==> src/hw/rtl/aiv_pkg.sv <==
// Shared types and constants for the arcade I/O port and banked video RAM unit.
// Used by every module in hw/rtl; depends on nothing else.
package aiv_pkg;

    // Default geometry of the banked video RAM.
    localparam int BANK_BYTES = 4096;
    localparam int BANK_COUNT = 4;

    // Item opcodes.
    localparam logic [2:0] OP_PORT_WR = 3'd0;
    localparam logic [2:0] OP_PORT_RD = 3'd1;
    localparam logic [2:0] OP_VRAM_WR = 3'd2;
    localparam logic [2:0] OP_VRAM_RD = 3'd3;
    localparam logic [2:0] OP_KEY_DN  = 3'd4;
    localparam logic [2:0] OP_KEY_UP  = 3'd5;

    // Port numbers with a meaning of their own.
    localparam logic [11:0] PORT_SOUND   = 12'd0;
    localparam logic [11:0] PORT_IN0     = 12'd0;
    localparam logic [11:0] PORT_ROMBANK = 12'd1;
    localparam logic [11:0] PORT_IN1     = 12'd1;
    localparam logic [11:0] PORT_IN2     = 12'd2;
    localparam logic [11:0] PORT_DIP_A   = 12'd3;
    localparam logic [11:0] PORT_DIP_B   = 12'd4;
    localparam logic [11:0] PORT_CTRL    = 12'd4;
    localparam logic [11:0] PORT_IN5     = 12'd5;
    localparam logic [11:0] PORT_SCX_LO  = 12'd8;
    localparam logic [11:0] PORT_SCX_HI  = 12'd9;
    localparam logic [11:0] PORT_SCY_LO  = 12'd10;
    localparam logic [11:0] PORT_SCY_HI  = 12'd11;
    localparam logic [11:0] PORT_LAYERS  = 12'd12;
    localparam logic [11:0] PORT_VBANK   = 12'd13;
    localparam logic [11:0] PORT_LAYOUT  = 12'd14;
    localparam logic [11:0] PORT_LAST    = 12'd15;

    // Configuration register indexes.
    localparam logic CFG_DIP_A = 1'b0;
    localparam logic CFG_DIP_B = 1'b1;

    // Reset values.
    localparam logic [7:0] DIP_A_RESET = 8'h8f;
    localparam logic [7:0] DIP_B_RESET = 8'hff;
    localparam logic [7:0] PORT_IN_RESET = 8'hff;
    localparam logic [7:0] PORT_IN5_VALUE = 8'h01;

    // One input item.
    typedef struct packed {
        logic [2:0]  opcode;
        logic [11:0] address;
        logic [7:0]  write_data;
        logic [3:0]  key_index;
    } t_item;

    // One result item.
    typedef struct packed {
        logic [7:0]         read_data;
        logic [3:0]         rom_bank;
        logic signed [15:0] scroll_x;
        logic signed [15:0] scroll_y;
        logic               background_on;
        logic               sprites_on;
        logic               text_on;
        logic               wide_layout;
        logic [1:0]         vram_bank;
        logic               audio_stop;
        logic               sound_write;
        logic [7:0]         sound_data;
    } t_result;

    // Video control state held by the port block.
    typedef struct packed {
        logic [3:0]         rom_bank;
        logic signed [15:0] scroll_x;
        logic signed [15:0] scroll_y;
        logic               background_on;
        logic               sprites_on;
        logic               text_on;
        logic               wide_layout;
        logic [1:0]         vram_bank;
    } t_video_state;

    // Per-item side results of the port block.
    typedef struct packed {
        logic [7:0] port_data;
        logic       audio_stop;
        logic       sound_write;
        logic [7:0] sound_data;
    } t_port_resp;

endpackage

==> src/hw/rtl/aiv_ports.sv <==
// I/O port registers: sound command, ROM bank, layer flags, scroll, bank select,
// input ports and DIP switches. Depends on aiv_pkg.
module aiv_ports (
    input  logic                  i_clk,
    input  logic                  i_rst_n,
    input  logic                  i_accept,
    input  aiv_pkg::t_item        i_item,
    input  logic                  i_cfg_wr,
    input  logic                  i_cfg_index,
    input  logic [7:0]            i_cfg_data,
    output aiv_pkg::t_video_state o_state,
    output aiv_pkg::t_port_resp   o_resp
);
    logic [7:0]  r_dip_a, n_dip_a;
    logic [7:0]  r_dip_b, n_dip_b;
    logic [7:0]  r_in0, n_in0;
    logic [7:0]  r_in1, n_in1;
    logic [15:0] r_scx, n_scx;
    logic [15:0] r_scy, n_scy;
    logic [3:0]  r_rom, n_rom;
    logic [7:0]  r_bank, n_bank;
    logic        r_bg, n_bg;
    logic        r_spr, n_spr;
    logic        r_txt, n_txt;
    logic        r_wide, n_wide;
    logic [7:0]  key_mask;
    logic        port_ok;

    assign port_ok  = (i_item.address <= aiv_pkg::PORT_LAST);
    assign key_mask = 8'(1) << i_item.key_index[2:0];

    // Next state of every port register for the item in hand.
    always_comb begin
        n_dip_a = r_dip_a;
        n_dip_b = r_dip_b;
        n_in0   = r_in0;
        n_in1   = r_in1;
        n_scx   = r_scx;
        n_scy   = r_scy;
        n_rom   = r_rom;
        n_bank  = r_bank;
        n_bg    = r_bg;
        n_spr   = r_spr;
        n_txt   = r_txt;
        n_wide  = r_wide;
        o_resp  = '0;

        if (i_cfg_wr) begin
            unique case (i_cfg_index)
                aiv_pkg::CFG_DIP_A: n_dip_a = i_cfg_data;
                aiv_pkg::CFG_DIP_B: n_dip_b = i_cfg_data;
                default: ;
            endcase
        end

        // Port read data, taken from the state before this item.
        if (port_ok) begin
            case (i_item.address)
                aiv_pkg::PORT_IN0:    o_resp.port_data = r_in0;
                aiv_pkg::PORT_IN1:    o_resp.port_data = r_in1;
                aiv_pkg::PORT_IN2:    o_resp.port_data = aiv_pkg::PORT_IN_RESET;
                aiv_pkg::PORT_DIP_A:  o_resp.port_data = r_dip_a;
                aiv_pkg::PORT_DIP_B:  o_resp.port_data = r_dip_b;
                aiv_pkg::PORT_IN5:    o_resp.port_data = aiv_pkg::PORT_IN5_VALUE;
                aiv_pkg::PORT_SCX_LO: o_resp.port_data = r_scx[7:0];
                aiv_pkg::PORT_SCX_HI: o_resp.port_data = r_scx[15:8];
                aiv_pkg::PORT_SCY_LO: o_resp.port_data = r_scy[7:0];
                aiv_pkg::PORT_SCY_HI: o_resp.port_data = r_scy[15:8];
                default:              o_resp.port_data = 8'h00;
            endcase
        end
        if (i_item.opcode != aiv_pkg::OP_PORT_RD) begin
            o_resp.port_data = 8'h00;
        end

        if (i_accept) begin
            unique case (i_item.opcode)
                aiv_pkg::OP_PORT_WR: begin
                    if (port_ok) begin
                        case (i_item.address)
                            aiv_pkg::PORT_SOUND: begin
                                o_resp.sound_write = 1'b1;
                                o_resp.sound_data  = i_item.write_data;
                            end
                            aiv_pkg::PORT_ROMBANK: n_rom = i_item.write_data[3:0];
                            aiv_pkg::PORT_CTRL: begin
                                o_resp.audio_stop = i_item.write_data[5];
                                n_txt             = ~i_item.write_data[7];
                            end
                            aiv_pkg::PORT_SCX_LO: n_scx[7:0]  = i_item.write_data;
                            aiv_pkg::PORT_SCX_HI: n_scx[15:8] = i_item.write_data;
                            aiv_pkg::PORT_SCY_LO: n_scy[7:0]  = i_item.write_data;
                            aiv_pkg::PORT_SCY_HI: n_scy[15:8] = i_item.write_data;
                            aiv_pkg::PORT_LAYERS: begin
                                n_bg  = ~i_item.write_data[1];
                                n_spr = ~i_item.write_data[2];
                            end
                            aiv_pkg::PORT_VBANK:  n_bank = i_item.write_data;
                            aiv_pkg::PORT_LAYOUT: n_wide = (i_item.write_data != 8'h00);
                            default: ;
                        endcase
                    end
                end
                // Key down pulls an input bit low, key up lets it go high.
                aiv_pkg::OP_KEY_DN: begin
                    if (i_item.key_index[3]) begin
                        n_in1 = r_in1 & ~key_mask;
                    end else begin
                        n_in0 = r_in0 & ~key_mask;
                    end
                end
                aiv_pkg::OP_KEY_UP: begin
                    if (i_item.key_index[3]) begin
                        n_in1 = r_in1 | key_mask;
                    end else begin
                        n_in0 = r_in0 | key_mask;
                    end
                end
                default: ;
            endcase
        end else begin
            o_resp.audio_stop  = 1'b0;
            o_resp.sound_write = 1'b0;
            o_resp.sound_data  = 8'h00;
        end
    end

    // Port state registers.
    always_ff @(posedge i_clk) begin
        if (!i_rst_n) begin
            r_dip_a <= aiv_pkg::DIP_A_RESET;
            r_dip_b <= aiv_pkg::DIP_B_RESET;
            r_in0   <= aiv_pkg::PORT_IN_RESET;
            r_in1   <= aiv_pkg::PORT_IN_RESET;
            r_scx   <= '0;
            r_scy   <= '0;
            r_rom   <= '0;
            r_bank  <= '0;
            r_bg    <= 1'b1;
            r_spr   <= 1'b1;
            r_txt   <= 1'b1;
            r_wide  <= 1'b0;
        end else begin
            r_dip_a <= n_dip_a;
            r_dip_b <= n_dip_b;
            r_in0   <= n_in0;
            r_in1   <= n_in1;
            r_scx   <= n_scx;
            r_scy   <= n_scy;
            r_rom   <= n_rom;
            r_bank  <= n_bank;
            r_bg    <= n_bg;
            r_spr   <= n_spr;
            r_txt   <= n_txt;
            r_wide  <= n_wide;
        end
    end

    // Video control state as seen by the display side.
    always_comb begin
        o_state.rom_bank      = r_rom;
        o_state.scroll_x      = signed'(r_scx);
        o_state.scroll_y      = signed'(r_scy);
        o_state.background_on = r_bg;
        o_state.sprites_on    = r_spr;
        o_state.text_on       = r_txt;
        o_state.wide_layout   = r_wide;
        o_state.vram_bank     = r_bank[1:0];
    end

endmodule

==> config.mk <==
export PLATFORM = sky130hd
export DESIGN_NAME = aiv_ports
export DESIGN_NICKNAME = d
export VERILOG_FILES = /design/src/hw/rtl/aiv_pkg.sv /design/src/hw/rtl/aiv_ports.sv
export SDC_FILE = /design/constraint.sdc
export NUM_CORES = 1
export LEC_CHECK = 0
export BUFFER_PORTS_ARGS = -buffer_cell sky130_fd_sc_hd__buf_4
export CAP_MARGIN = 10
export CORE_MARGIN = 2
export CORE_UTILIZATION = 24
export CTS_CLUSTER_SIZE = 10
export DETAILED_ROUTE_END_ITERATION = 6
export MAX_ROUTING_LAYER = met4
export PLACE_DENSITY_LB_ADDON = 0.25
export SETUP_SLACK_MARGIN = 0.15
export SLEW_MARGIN = 20
export SYNTH_ARGS = -nofsm -noshare
export SYNTH_HDL_FRONTEND = slang
export SYNTH_SLANG_ARGS = --single-unit
==> constraint.sdc <==
create_clock -name i_clk -period 3.92 [get_ports i_clk]
set_clock_uncertainty 0.1 [all_clocks]
set_input_delay 0.588 -clock i_clk [delete_from_list [all_inputs] [get_ports i_clk]]
set_output_delay 0.588 -clock i_clk [all_outputs]
set_load 0.05 [all_outputs]
### Yosys cells after proc, flatten, opt, wreduce, memory -nomap -nowiden

Index checks and enable logic that the tools add are counted.
Widths: inputs -> output; s select.

* logic and storage cells: 75
* input port bits: 40
* output and inout bits: 60
* flip-flop bits (word level): 74

* reduce and logical (&&, ||, !) cells: 17
* shift-type cells: 1
* bitwise gates (word level): 9
* multiplexer cells: 14
* equal/unequal tests: 19
* magnitude comparators: 1

Operators with widths (count)
* $eq 12x4->1 const B: 7
* $pmux 8 s10: 1
* $mux 8: 6
* $reduce_and 4->1: 11
* $pmux 8 s2: 2
* $mux 10: 3
* $eq 12x2->1 const B: 2
* $eq 12x3->1 const B: 2
* $and 8x8->8: 2
* $or 8x8->8: 2
* $eq 12x1->1 const B: 1
* $le 12x4->1 const B: 1
* $logic_not 12->1: 1
* $mux 9: 1
* $ne 2x2->1 const B: 4
* $not 8->8: 1
* $reduce_bool 8->1: 1
* $shl 1x3->8 const A: 1
* $eq 3x3->1 const B: 2
* $not 1->1: 4
* $reduce_and 2->1: 2
* $logic_not 3->1: 1
* $ne 3x1->1 const B: 1
* $reduce_bool 2->1: 1
* $mux 1: 1

### Longest topological paths before layout

* word-level depth: 5
* depth in mapped cells: 7
* depth with buffers taken out: 4

### Least setup slack after synthesis

Ideal clock, no wire load.

* kind: input to output
* start point: input port i_item[19] (netlist bit)
* end point: output port o_resp[0] (netlist bit)
* cell stages on the path: 4
* arrival time: 2346 ps
* path buffers: 0
* setup slack: 886 ps
* data required time: 3232 ps
* cells stage by stage: nor4_2 -> nand4b_1 -> nor4_4 -> and2_1

RTL lines
* from (decl): line aiv_ports.sv:7 `input aiv_pkg::t_item i_item,`
* to (decl): line aiv_ports.sv:12 `output aiv_pkg::t_port_resp o_resp`

==> out/metrics.cfg <==
[floorplan]
initial_core_util_pct = 24.5
die_h_um = 131
num_rows = 46
core_um2 = 15900
pin_count = 100
die_x_um = 131
dieArea_um2 = 17300

[clock_tree]
cts_tree = built
cts-root-buf = clkbuf_16
postCtsHoldBufs = 0
cts_resized = 0
postCtsSetupRepairBufs = 0
path_clk_slew_ns = 0.06
clk_path_buf_depth = 2
cts_buffers = 9
cts.sinks = 74
cts_htree_levels = 3
clk_latency_ns = 0.34

[power_and_ir_drop]
max-vdd-ir-drop_mv = 0.184
power.internal_mw = 1.40
cellPowerDensity_nw_per_um2 = 363
p_sw_mw = 0.438
p_total_mw = 1.84
seq_power_share_pct = 41.9
clkPwrFrac_pct = 48.8
swShare_pct = 23.8
p_leak_nw = 2.15
p_comb_share_pct = 9.3

[place]
dp_cells = 730
place_congestion = 0.855
hpwl_um = 9560
io_buffers = 99

[cells_and_area]
drive_gt1_share_pct = 24.7
final_cells = 746
final_common_cell = buf_4
fin_nets = 565
diodes = 0
synthToLayoutAreaGrowth_pct = 29.9
register_area_um2 = 1480
fillers = 1694
mostFrequentLayoutCells = 104 x buf_4, 85 x nand2_1, 74 x dfxtp_1
multiInputGateArea_um2 = 2210

[yosys]
async_flop_share_pct = 0
ys_seq_area_share_pct = 38.0
synth_ff_type = dfxtp_1
synth-edff-count = 0
synth_seq_cells = 74
ys_types = 49
syn-num-nets = 490
syn_avg_cell_area_um2 = 8.66
syn_inst = 450
yosysWarnings = 0
syn_area_um2 = 3900

[timing]
hold_ws_ns = 0.359
setup_viol = 0
rsz0062_at_grt = no
hold_viol = 0
worst_pin_slew_ns = 0.828
period_share_pct = 79.1
finalCriticalPeriod_ns = 3.10
fmax_mhz = 322
slew_violations = 0
tns_ns = 0
slew_headroom_pct = 44.8

[worst_setup_path]
path_class = in2out
slowest_delay_ns = 0.54
r2r_slack_ns = 3.03
startpoint_type = primary input
cpMostUsedCell = buf_4
critical_path_buf_inv_count = 2
endpoint_kind = output pin
worstPathCellList = buf_4, nor3b_1, nand4b_1, nor4_4, and2_1, buf_4
cp.arrival_ns = 2.41
required_ns = 3.23
crit_family = simple AND/OR/NAND/NOR gates
cp_max_fo = 9
cp_slowest_cell = nor3b_1

[worst_hold_path]
hold_class = reg2reg

[global_routing]
antenna_found_initial = 0
grt_start_max_net_pins = 85
grt_remaining_overflow = 0
grt_pass1_vias = 3505
grt_usage_pct = 15.1
grt_pass1_wl_um = 19900

[drt]
routed_wl_um = 12800
num_vias = 3638
first_pass_iters = 7
wl_per_cell_um = 17.1
drt_iter0_drc = 352
post_drt_via_cell_ratio = 4.88
route.detailed.drc = 0
final_antenna_net_count = 0

[outcome]
status = finished, final reports clean

[run]
max_cap_viol_count = 0

-- power groups by stage --
stage                     Sequential, mW  Combinational (mW)  Clock [mW]
final                              0.772               0.170       0.898
after global routing               0.773               0.186       0.948
after CTS                          0.772               0.170       0.918
after detailed placement           0.788               0.169           0
after global placement             0.788               0.167           0
after floorplan                    0.784               0.101           0
-- cells by family (layout without fill, tap and decap cells) --
family | Yosys count | after routing | share of synthesized area [%]
and+or+nand+nor | 202 | 202 | 29.1
AOI/OAI and AO/OA | 83 | 83 | 14.7
DFF | 74 | 74 | 38.0
muxes | 50 | 50 | 12.9
buffers and inverters | 41 | 121 | 5.36
-- area by class of cell --
class	count	area share (%)
Multi-Input combinational cell	335	43.6
Sequential cell	74	29.3
Timing Repair Buffer	104	15.4
Tap cell	216	5.34
Clock buffer	11	4.79
Clock inverter	5	1.53
Inverter	1	0.0741
-- layer usage --
layer	routed length (µm)	up-vias	track usage, %
met5	0	-	-
met4	129	0	4.35
met3	787	11	4.01
met2	5760	121	22.0
met1	6120	1746	20.5
li1	-	1760	-
-- worst paths after layout --
kind         startpoint   endpoint  depth (start not counted)
max          i_item[25]  o_resp[4]                          6
min            r_rom[1]   r_rom[1]                          2
max reg2reg        flop       flop                          3
min reg2reg    r_rom[1]   r_rom[1]                          2
-- Yosys cell counts, types with 2 or more instances --
master,n,share of area [%]
nand2_1,85,8.2
dfxtp_1,74,38
mux2i_1,49,13
clkbuf_1,21,2.0
nand4_1,19,3.0
nor2b_1,18,2.9
o21ai_0,18,2.3
nand3_1,16,2.1
nand2b_1,13,2.1
a21oi_1,11,1.4
and2_1,11,1.8
nor2_1,11,1.1
a31oi_1,9,1.4
buf_4,9,1.7
a21boi_1,7,1.3
a22o_1,6,1.3
a2bb2oi_1,6,1.3
a21boi_0,5,0.96
buf_2,5,0.64
o21bai_1,5,0.96
a221oi_1,4,0.90
nor3_1,4,0.51
o211ai_1,4,0.77
o221ai_1,4,0.90
and4b_1,3,0.77
buf_1,3,0.29
a221o_1,2,0.51
and4_1,2,0.45
buf_6,2,0.58
nand3_4,2,0.90
nand3b_1,2,0.39
nor4_4,2,1.1
or4_1,2,0.39
-- through the flow --
step | cell area (µm²) | worst slack [ns] | utilization, %
2_1_floorplan | 3900 | 0.886 | -
5_1_grt | 5060 | 0.737 | 31.9
3_5_place_dp | 4740 | 0.877 | 29.9
4_1_cts | 5060 | 0.877 | 31.9
6_report | 5060 | 0.818 | 31.9
3_3_place_gp | 4740 | 0.930 | 29.9
-- worst reg2reg max path: stages (launching register included) --
cell and delay (ns):
dfxtp_1 0.33, nand2b_1 0.14, a21oi_1 0.14, a31oi_1 0.05
No activity file was read; power rests on OpenSTA's default activity.
